==> config.mk <==
export PLATFORM = sky130hd
export DESIGN_NAME = ppte_ctrl
export DESIGN_NICKNAME = d
export VERILOG_FILES = /design/src/rtl/core/ppte_pkg.sv /design/src/rtl/core/ppte_ctrl.sv
export SDC_FILE = /design/constraint.sdc
export NUM_CORES = 1
export LEC_CHECK = 0
export ABC_AREA = 1
export BUFFER_PORTS_ARGS = -buffer_cell sky130_fd_sc_hd__clkbuf_2
export CAP_MARGIN = 20
export CORE_MARGIN = 2
export CORE_UTILIZATION = 35
export CTS_CLUSTER_DIAMETER = 150
export DETAILED_ROUTE_END_ITERATION = 12
export GPL_TIMING_DRIVEN = 0
export PLACE_DENSITY_LB_ADDON = 0.3
export SLEW_MARGIN = 20
export SYNTH_ARGS = -nofsm -noshare
export SYNTH_HDL_FRONTEND = slang
export SYNTH_SLANG_ARGS = --single-unit
export TNS_END_PERCENT = 10
==> constraint.sdc <==
create_clock -name clk -period 2.4 [get_ports clk]
set_clock_uncertainty 0.2 [all_clocks]
set_input_delay 0.36 -clock clk [delete_from_list [all_inputs] [get_ports clk]]
set_output_delay 0.36 -clock clk [all_outputs]
set_load 0.1 [all_outputs]
==> src/rtl/core/ppte_pkg.sv <==
// Shared types, widths, codes and helper functions for the trajectory evaluator.
// No dependencies; every other file in rtl/core except ppte_ram imports this package.
package ppte_pkg;

	localparam int DEF_MAX_SEGMENTS = 16;
	localparam int DEF_POLY_ORDER   = 7;
	localparam int TIME_W           = 24;
	localparam int COEF_W           = 48;
	localparam int OUT_W            = 32;
	localparam int TOT_W            = 28;
	localparam int CNT_W            = 5;
	localparam int AXES             = 3;
	localparam int POWER_SLOTS      = 8;
	localparam int ACC_W            = 63;
	localparam logic [ACC_W-2:0] ACC_LIM = {(ACC_W-1){1'b1}};

	localparam logic [1:0] MODE_LOAD_COEF = 2'd0;
	localparam logic [1:0] MODE_LOAD_DUR  = 2'd1;
	localparam logic [1:0] MODE_EVAL      = 2'd2;

	localparam logic [1:0] AXIS_X = 2'd0;
	localparam logic [1:0] AXIS_Y = 2'd1;
	localparam logic [1:0] AXIS_Z = 2'd2;

	// controller to datapath
	typedef struct packed {
		logic       ld_coef;
		logic       ld_dur;
		logic       eval_init;
		logic       dur_rd;
		logic [7:0] scan_idx;
		logic       scan_use;
		logic [7:0] use_idx;
		logic       scan_last;
		logic       tau_calc;
		logic       v_clr;
		logic       coef_rd;
		logic [1:0] axis;
		logic [2:0] power;
		logic [1:0] deriv;
		logic       mul0;
		logic       mul1;
		logic       acc;
		logic       sum;
		logic       fin;
	} cmd_t;

	// k! / (k-d)!, valid for k >= d
	function automatic logic [7:0] falling_fn(input logic [2:0] k, input logic [1:0] d);
		logic [7:0] f;
		f = 8'd1;
		for (int j = 0; j < 3; j++) begin
			if (j < int'(d)) begin
				f = 8'(f * 8'(k - 3'(j)));
			end
		end
		return f;
	endfunction

endpackage

==> src/rtl/core/ppte_ctrl.sv <==
// Sequencer for the trajectory evaluator: load decode, segment scan, Horner steps.
// Depends on ppte_pkg; drives ppte_dp through cmd_t.
module ppte_ctrl #(
	parameter int MAX_SEGMENTS = ppte_pkg::DEF_MAX_SEGMENTS,
	parameter int POLY_ORDER   = ppte_pkg::DEF_POLY_ORDER
) (
	input  logic                      clk,
	input  logic                      arst_n,
	input  logic                      start,
	input  logic [1:0]                mode,
	input  logic [1:0]                deriv_order,
	input  logic                      cfg_we,
	input  logic [ppte_pkg::CNT_W-1:0] cfg_wdata,
	output logic                      busy,
	output logic                      done,
	output ppte_pkg::cmd_t            cmd
);
	import ppte_pkg::*;

	typedef enum logic [10:0] {
		S_IDLE     = 11'b00000000001,
		S_SCAN     = 11'b00000000010,
		S_SCAN_END = 11'b00000000100,
		S_TAU      = 11'b00000001000,
		S_ADDR     = 11'b00000010000,
		S_MUL0     = 11'b00000100000,
		S_MUL1     = 11'b00001000000,
		S_ACC      = 11'b00010000000,
		S_SUM      = 11'b00100000000,
		S_FIN      = 11'b01000000000,
		S_DONE     = 11'b10000000000
	} state_t;

	state_t state_q, state_d;
	logic [CNT_W-1:0] seg_cnt_q;
	logic [8:0] n_q, n_eff;
	logic [7:0] idx_q;
	logic [1:0] d_q, axis_q;
	logic [2:0] k_q;
	logic use_vld_q, use_last_q;
	logic [7:0] use_idx_q;
	logic accept, scan_last, deriv_gt;

	assign accept    = start && (state_q == S_IDLE);
	assign n_eff     = (9'(seg_cnt_q) > 9'(MAX_SEGMENTS)) ? 9'(MAX_SEGMENTS) : 9'(seg_cnt_q);
	assign scan_last = (9'(idx_q) == n_q - 9'd1);
	assign deriv_gt  = (3'(d_q) > 3'(POLY_ORDER));
	assign busy      = (state_q != S_IDLE);
	assign done      = (state_q == S_DONE);

	always_comb begin
		state_d = state_q;
		cmd = '0;
		cmd.scan_idx  = idx_q;
		cmd.scan_use  = use_vld_q;
		cmd.use_idx   = use_idx_q;
		cmd.scan_last = use_last_q;
		cmd.axis      = axis_q;
		cmd.power     = k_q;
		cmd.deriv     = d_q;
		case (state_q)
			S_IDLE: begin
				if (accept) begin
					case (mode)
						MODE_LOAD_COEF: cmd.ld_coef = 1'b1;
						MODE_LOAD_DUR:  cmd.ld_dur = 1'b1;
						MODE_EVAL: begin
							cmd.eval_init = 1'b1;
							state_d = (n_eff == 9'd0) ? S_DONE : S_SCAN;
						end
						default: ;
					endcase
				end
			end
			S_SCAN: begin
				cmd.dur_rd = 1'b1;
				if (scan_last) state_d = S_SCAN_END;
			end
			S_SCAN_END: state_d = S_TAU;
			S_TAU: begin
				cmd.tau_calc = 1'b1;
				cmd.v_clr = 1'b1;
				state_d = deriv_gt ? S_FIN : S_ADDR;
			end
			S_ADDR: begin
				cmd.coef_rd = 1'b1;
				state_d = S_MUL0;
			end
			S_MUL0: begin
				cmd.mul0 = 1'b1;
				state_d = S_MUL1;
			end
			S_MUL1: begin
				cmd.mul1 = 1'b1;
				state_d = S_ACC;
			end
			S_ACC: begin
				cmd.acc = 1'b1;
				state_d = S_SUM;
			end
			S_SUM: begin
				cmd.sum = 1'b1;
				state_d = (k_q == 3'(d_q)) ? S_FIN : S_ADDR;
			end
			S_FIN: begin
				cmd.fin = 1'b1;
				if (axis_q == AXIS_Z) begin
					state_d = S_DONE;
				end else begin
					cmd.v_clr = 1'b1;
					state_d = deriv_gt ? S_FIN : S_ADDR;
				end
			end
			S_DONE: state_d = S_IDLE;
			default: state_d = S_IDLE;
		endcase
	end

	always_ff @(posedge clk or negedge arst_n) begin
		if (!arst_n) begin
			state_q    <= S_IDLE;
			seg_cnt_q  <= '0;
			n_q        <= '0;
			idx_q      <= '0;
			d_q        <= '0;
			axis_q     <= AXIS_X;
			k_q        <= '0;
			use_vld_q  <= 1'b0;
			use_idx_q  <= '0;
			use_last_q <= 1'b0;
		end else begin
			state_q <= state_d;
			if (cfg_we) seg_cnt_q <= cfg_wdata;
			use_vld_q <= (state_q == S_SCAN);
			use_idx_q <= idx_q;
			use_last_q <= scan_last;
			if (cmd.eval_init) begin
				n_q   <= n_eff;
				d_q   <= deriv_order;
				idx_q <= '0;
			end
			if (state_q == S_SCAN) idx_q <= idx_q + 8'd1;
			if (state_q == S_TAU) begin
				axis_q <= AXIS_X;
				k_q    <= 3'(POLY_ORDER);
			end
			if (state_q == S_SUM && k_q != 3'(d_q)) k_q <= k_q - 3'd1;
			if (state_q == S_FIN && axis_q != AXIS_Z) begin
				axis_q <= axis_q + 2'd1;
				k_q    <= 3'(POLY_ORDER);
			end
		end
	end

endmodule

# == Word-level counts from Yosys, hierarchy flattened ==
# Index checks and enable logic that the tools add are counted.
# word_totals
reg_bits,50
in_bits,13
output_inout_bits,39
wordCells,76
# op_classes
addsub,4
n_lt_le_gt_ge,1
n_eq_ne,22
muxes,30
n_reduce_logical,9
# op_table
operator,n
$pmux W11 S10,1
$mux W11,5
$mux W8,2
$mux W3,5
$mux W1,12
$eq A11 B1 Y1 const B,1
$eq A11 B10 Y1 const B,1
$eq A11 B11 Y1 const B,1
$eq A11 B2 Y1 const B,1
$eq A11 B3 Y1 const B,1
$eq A11 B4 Y1 const B,1
$eq A11 B5 Y1 const B,1
$eq A11 B6 Y1 const B,1
$eq A11 B7 Y1 const B,1
$eq A11 B8 Y1 const B,1
$eq A11 B9 Y1 const B,1
$ne A11 B1 Y1 const B,1
$mux W10,1
$eq A8 B9 Y1,1
$logic_not A9 Y1,1
$sub A9 B1 Y9 const B,1
$add A8 B1 Y8 const B,1
$ne A2 B2 Y1 const B,3
$gt A5 B5 Y1 const B,1
other kinds (15),20

# == Depth between registers and ports, before layout ==
# Gate-level depths: netlist of run 1.
# logic_depth
ltp_word,7
ltp_mapped,14
ltp_nobuf,14

# == Worst setup path before layout of run 1 ==
# OpenSTA, ideal clock, no wires.
# synth_path
path_kind,reg-to-output
from,register state_q[8]
to,output port cmd[12] (netlist name)
arrival_ns,2.910
t_required_ns,1.840
slack_ns,-1.070
stages_incl_launch_ff,6
path_buffers,0
cell_sequence,dfrtp_1 -> nor2_2 -> nand2_1 -> nor2_1 -> inv_1 -> nor3_1
# synth_rtl
element,line_no,source
"start, declared",ppte_ctrl.sv:34,"state_t state_q, state_d;"
"start signal, assigned",ppte_ctrl.sv:132,state_q <= state_d;
"end, declared",ppte_ctrl.sv:16,output ppte_pkg::cmd_t cmd

==> metrics.cfg, run 1 <==
[sta]
setup_viol=0
post-route-period-util=0.9806
max_freq_mhz=424.9
relSlewSlack=0.5681
period_minus_slack_ns=2.353
rsz0062_at_grt=true
worst_slew_pin_slew_ns=0.6479
finalHoldViolCount=0
hold_slack_ns=0.05624
finalMaxSlewViolations=0

[synth]
synth_edf_count=0
yosysMostFrequentCell=nand2_1
synth_common_cells=71 x nand2_1, 45 x dfrtp_1, 42 x inv_1
muxShareOfSynthArea=0
syn_area_per_cell_um2=8.059
synth_largest_area_cell=dfrtp_1
syn_area_um2=2394
ys.flop_type=dfrtp_1
yosysWarnings=0
synth-compound-area-share=0.09462
yosys.area_share.simple=0.2818
synthesis.nets=315
ys_ff_latch=46
synthAdderAreaFrac=0.02614
yosysSeqAreaShare=0.4814
synthXorXnorAreaFrac=0.01464
ys_async_sr_fraction=1.000
yosys-top-cells-area=dfrtp_1 47%, nand2_1 11%, inv_1 6.6%
syn_inst=297
synth_top_family_by_area=simple AND/OR/NAND/NOR gates
yosys.area.top_type_share=0.4705
synth_cell_types=35

[cells_and_area]
final_util=0.4648
postLayoutCellArea_um2=3123
fillers=660
regArea_um2=1152
drive_gt1_frac=0.3196
fin_nets=380
num_antenna_cells=0
syn2layout_area_growth_pct=30.48
multi_input_area_um2=1066

[pwr]
peakVddDrop_mv=0.7675
netSwitchingPower_uw=2092
clkPwrFrac=0.151
powerDensity_nw_per_um2=1230
p_leak_uw=0.001661
pwr-share-comb=0.559
seq_power_share=0.290
intPower_uw=1748
switching_share=0.5447

[worst_setup_path]
critPathKind=flop to output port
end_kind=output port
r2r_slack_ns=0.23
cp.arrival_ns=1.79
worstRegToRegCells=14
cp_data_required_time_ns=1.84
cp_max_fo=10
crit_path_start_kind=flop

[global_route]
grt_pass1_wl_um=8231
grt_pass1_vias=1824
grt_max_degree=47
grt_antenna_before_repair=0
grtUsageTotal=0.1386
overflow=0

[routing]
drc=0
vias=2020
drtIter0Drc=68
firstDrtPassIters=4
drt-total-wl_um=5093
ant_nets=0
viasPerCell=4.560
wl_per_cell_um=11.50

[clocking]
clock_path_buffers=2
cts_root_buf=clkbuf_8
cts_buffers=5
h-tree-depth=2
cts_tree=yes
clk_pin_slew_ns=0.09
clock-sinks=46
clk_latency_ns=0.30

[worst_hold_path]
whs_path_depth=3
hold_path_class=primary input to flop

[floorplanning]
initial_utilization=0.3562
io-pin-count=52
die_w_um=86.70
chipHeight_um=86.70
die-area_um2=7516
core_um2=6719
num_rows=30

[run_status]
outcome=finished, final reports clean

[placement]
port_buffers=50
dp_hpwl_um=3630
placed_cell_area_um2=2771
place.gp.congestion=0.8508

[run]
drv_cap=0

power groups by stage:
stage                     combinational [uW]  clock (uW)  sequential, uW
after floorplan                          936           0            1930
after global placement                  2070           0            1130
after detailed placement                2080           0            1130
after CTS                               2110         602            1120
after global routing                    2320         625            1140
final                                   2150         581            1110
sequential cells by signal, summed over array words and instances, names as in the netlist:
| signal | flops |
|---|---|
| state_q | 11 |
| idx_q | 8 |
| use_idx_q | 8 |
| n_q | 5 |
| seg_cnt_q | 5 |
| k_q | 3 |
| axis_q | 2 |
| d_q | 2 |
| use_last_q | 1 |
| use_vld_q | 1 |
area by class of cell:
type                            count  share of cell area
Sequential cell                    46              0.3690
Multi-Input combinational cell    190              0.3413
Timing Repair Buffer               58              0.1402
Inverter                           57             0.07332
Tap cell                           80             0.03205
Clock buffer                        5             0.02204
Clock inverter                      3             0.01442
Buffer                              4            0.007612
stage by stage:
step / setup TNS, ns / setup slack [ns] / total power, uW / instances
final: 0 / 0.04667 / 3840 / 443
after global placement: 0 / 0.09009 / 3192 / 427
after detailed placement: 0 / 0.08357 / 3213 / 427
after CTS: -0.09342 / -0.05164 / 3825 / 438
after global routing: -0.1168 / -0.03947 / 4087 / 443
after floorplan: -2.370 / -0.6828 / 2870 / 297
kinds of logic (layout without fill, tap and decap cells):
group / after synthesis / after routing
AOI/OAI and AO/OA: 36 / 36
xor gates and xnor gates: 4 / 4
adders and majority gates: 5 / 5
buffers and inverters: 61 / 127
DFF: 46 / 46
and+or+nand+nor: 145 / 145
critical path: stages, from the launching register on:
cell       delay, ns
dfrtp_1         0.40
nor2_2          0.18
nand3_4         0.12
nor2_4          0.16
nand2_4         0.11
nor2_8          0.14
nand2_4         0.10
clkinv_8        0.09
clkbuf_16       0.20
per-layer routing:
metal / up-vias / share of wire / global-route usage
met4: 0 / 0.016 / 0.05114
met5: - / 0 / 0
met1: 906 / 0.48 / 0.1870
met2: 38 / 0.47 / 0.2203
li1: 1070 / - / -
met3: 6 / 0.034 / 0.02857
placed cells by master, fill, tap and decap left out, types with 4 or more instances in the layout:
master and n:
buf_12 4, buf_4 10, clkbuf_2 37, clkbuf_8 9
dfrtp_1 45, ha_1 5, inv_1 41, inv_2 13
nand2_1 68, nand2_2 6, nand2_4 4, nand3_1 11
nor2_1 23, nor2_2 4, nor3_1 12, nor3_2 8
o21ai_0 9, o21ai_1 12, o22ai_1 5, o22ai_2 4
final timing paths:
kind | start | to
setup / recovery | state_q[7]$_DFFE_PN0P_ | cmd[34]
hold reg to reg | idx_q[3]$_DFFE_PN0P_ | use_idx_q[3]$_DFF_PN0_
setup reg to reg | n_q[0]$_DFFE_PN0P_ | state_q[10]$_DFFE_PN0P_
min in group asynchronous | arst_n | use_idx_q[6]$_DFF_PN0_
max in group asynchronous | arst_n | idx_q[2]$_DFFE_PN0P_
hold / removal | cfg_wdata[3] | seg_cnt_q[3]$_DFFE_PN0P_
timing repair:
item	4_1_cts	5_1_grt
setup endpoints to repair	12	12
hold buffers	1	0
pin swaps	3	5
gates resized for setup	24	22
endpoints found under the hold margin	45	0
setup buffers	2	5
Note: power is estimated with default switching activity, not from simulation.
==> run 2, diff against run 1 <==
- PLACE_DENSITY_LB_ADDON: 0.3 -> 0.05
- RECOVER_POWER: not set -> 25
==> run 2 against run 1 <==
- clock-buffer cell count is the same
- critical path type unchanged
- via count shrank 0.99%
- worst setup slack lost 0.019 ns
- worst hold slack lost 0.0022 ns
- largest cell class unchanged
- core utilization shrank 0.54 points
- sequential share of layout area grew 0.43 points
- critical endpoint is now cmd[35]
- sequential power is essentially flat
==> metrics.cfg, run 2 (synthesis results as in run 1) <==
[placement]
port_buffers=50  ; unchanged
post-place-cells=427  ; unchanged
dp_hpwl_um=3664  ; was 3630 um
place.gp.congestion=0.7684  ; was 0.8508
placed_cell_area_um2=2771  ; unchanged

[clocking]
clock_path_buffers=2  ; unchanged
clk_latency_ns=0.29  ; was 0.30 ns
clk_pin_slew_ns=0.09  ; about the same
cts_buffers=5  ; unchanged
cts_root_buf=clkbuf_8  ; unchanged
cts_tree=yes  ; unchanged
clock-sinks=46  ; unchanged
h-tree-depth=2  ; unchanged

[worst_setup_path]
cp.buffers_inverters=1  ; was 2
crit_cells=8  ; unchanged
timing.rr.start=n_q[0]$_DFFE_PN0P_  ; unchanged
cp_data_required_time_ns=1.84  ; about the same
cp.arrival_ns=1.81  ; was 1.79 ns
cp_max_fo=4  ; was 10
cp-startpoint=state_q[7]$_DFFE_PN0P_  ; unchanged
critPathTopFamily=simple AND/OR/NAND/NOR gates  ; unchanged
r2r-end=state_q[10]$_DFFE_PN0P_  ; unchanged
slowest_delay_ns=0.40  ; about the same
cp_slowest_cell=dfrtp_1  ; unchanged
critPathKind=flop to output port  ; unchanged
r2r_slack_ns=0.20  ; was 0.23 ns
worstRegToRegCells=14  ; unchanged
worstSetupEndpoint=cmd[35]  ; was cmd[34]
crit_path_start_kind=flop  ; unchanged
cp_common_cell=nor2_2  ; was nand2_4
cp_cell_sequence=nor2_2, nand3_2, nor2_4, nand2_4, nor2_8, nand2_2, nor2_2, buf_12  ; was nor2_2, nand3_4, nor2_4, nand2_4, nor2_8, nand2_4, clkinv_8, clkbuf_16
end_kind=output port  ; unchanged

[cells_and_area]
drive_gt1_frac=0.3177  ; was 0.3196
largest_reg_flops=11  ; unchanged
num_antenna_cells=0  ; unchanged
final_common_cell=nand2_1  ; unchanged
largest_registers=state_q (11), idx_q (8), use_idx_q (8)  ; unchanged
final_cells=442  ; was 443
fillers=691  ; was 660
postLayoutCellArea_um2=3087  ; was 3123 um^2
largest-register=state_q  ; unchanged
final_util=0.4594  ; was 0.4648
fin_nets=379  ; was 380
final_cell_mix=69 x nand2_1, 45 x dfrtp_1, 41 x inv_1, 37 x clkbuf_2, 23 x nor2_1  ; was 68 x nand2_1, 45 x dfrtp_1, 41 x inv_1, 37 x clkbuf_2, 23 x nor2_1
syn2layout_area_growth_pct=28.96  ; was 30.48%

[global_route]
grt_max_degree=47  ; unchanged
grtUsageTotal=0.1409  ; was 0.1386
grt_pass1_wl_um=8424  ; was 8231 um
overflow=0  ; unchanged
grt_antenna_before_repair=0  ; unchanged
grt_pass1_vias=1804  ; was 1824

[run]
drv_cap=0  ; unchanged

[pwr]
intPower_uw=1792  ; was 1748 uW
peakVddDrop_mv=0.5955  ; was 0.7675 mV
clkPwrFrac=0.150  ; was 0.151
p_leak_uw=0.001644  ; was 0.001661 uW
netSwitchingPower_uw=2099  ; was 2092 uW
pwr-share-comb=0.563  ; was 0.559
powerDensity_nw_per_um2=1261  ; was 1230 nW/um^2
seq_power_share=0.287  ; was 0.290
switching_share=0.5395  ; was 0.5447

[sta]
relSlewSlack=0.2216  ; was 0.5681
worst_slew_pin_slew_ns=1.168  ; was 0.6479 ns
post-route-period-util=0.9883  ; was 0.9806
max_freq_mhz=421.6  ; was 424.9 MHz
finalHoldViolCount=0  ; unchanged
rsz0062_at_grt=true  ; unchanged
period_minus_slack_ns=2.372  ; was 2.353 ns
finalMaxSlewViolations=0  ; unchanged
setup_viol=0  ; unchanged

[routing]
wl_per_cell_um=11.13  ; was 11.50 um
ant_nets=0  ; unchanged
drc=0  ; unchanged
drt-total-wl_um=4919  ; was 5093 um
firstDrtPassIters=4  ; unchanged
viasPerCell=4.525  ; was 4.560
drtIter0Drc=75  ; was 68
vias=2000  ; was 2020

[floorplanning]
die-area_um2=7516  ; unchanged
initial_utilization=0.3562  ; unchanged
chipHeight_um=86.70  ; unchanged
die_w_um=86.70  ; unchanged
core_um2=6719  ; unchanged
num_rows=30  ; unchanged
io-pin-count=52  ; unchanged

[run_status]
outcome=finished, final reports clean  ; unchanged

[worst_hold_path]
hold_path_class=primary input to flop  ; unchanged

## run 2: power by group through the flow
| stage | registers, uW | clock network (uW) | logic [uW] |
|---|---|---|---|
| final | 1120 | 582 | 2190 |
| after global routing | 1150 | 643 | 2370 |
| after CTS | 1120 | 606 | 2100 |
| after detailed placement | 1140 | 0 | 2080 |
| after global placement | 1130 | 0 | 2080 |
| after floorplan | 1930 | 0 | 936 |
## run 2: worst min-delay path by stage
stage                         start                      to  slack, ns  cells after the start
2_1_floorplan                arst_n   axis_q[0]$_DFFE_PN0P_      -0.14                      0
3_3_place_gp   idx_q[3]$_DFFE_PN0P_  use_idx_q[3]$_DFF_PN0_       0.18                      0
3_5_place_dp   idx_q[3]$_DFFE_PN0P_  use_idx_q[3]$_DFF_PN0_       0.19                      0
4_1_cts              deriv_order[1]      d_q[1]$_DFFE_PN0P_       0.05                      3
5_1_grt              deriv_order[1]      d_q[1]$_DFFE_PN0P_       0.06                      3
6_report             deriv_order[1]      d_q[1]$_DFFE_PN0P_       0.05                      3
## run 2: cell type report
type	instances	area [um^2]	share of cell area
flip-flops and latches	46	1152	0.3733
multi-input cells	190	1054	0.3413
repair buffers	57	414.1	0.1342
inverters	57	229.0	0.07418
well taps	80	100.1	0.03243
clock buffers	5	68.82	0.02229
clock inverters	3	45.04	0.01459
plain buffers	4	23.77	0.007702
## run 2: worst reg2reg max path: stages (launching register included)
cell and delay (ns):
dfrtp_1 0.42, inv_2 0.12, ha_4 0.15, nand2_1 0.05
nor2_1 0.09, ha_1 0.25, nand2_1 0.07, o21ai_0 0.07
nor2_1 0.13, nand2_1 0.07, nor2_1 0.10, nand3_1 0.12
nand2_2 0.11, nand3_1 0.08, nor3_2 0.11
## run 2: through the flow
step	power (uW)	hold WS (ns)	setup slack [ns]	setup TNS, ns
CTS	3830	0.04619	-0.02379	-0.04369
global placement	3207	0.1845	0.07956	0
finish	3892	0.05403	0.02809	0
detailed placement	3216	0.1868	0.08896	0
global route	4166	0.05859	-0.08431	-0.2540
floorplan	2870	-0.1356	-0.6828	-2.370
## run 2: layer usage
metal  global-route usage  up-vias  routed length [um]
met1               0.2094      889                2583
met3              0.03238        2                 209
met5                    0        -                   0
met2               0.2098       41                2094
met4              0.02983        0                  31
li1                     -     1068                   -
## run 2: repair_timing
action                     CTS  global route
setup endpoints to repair   10            14
setup buffers                0             6
hold buffers                 1             0
pin swaps                    0             5
hold endpoints to repair    45             0
gates resized for setup     19            27
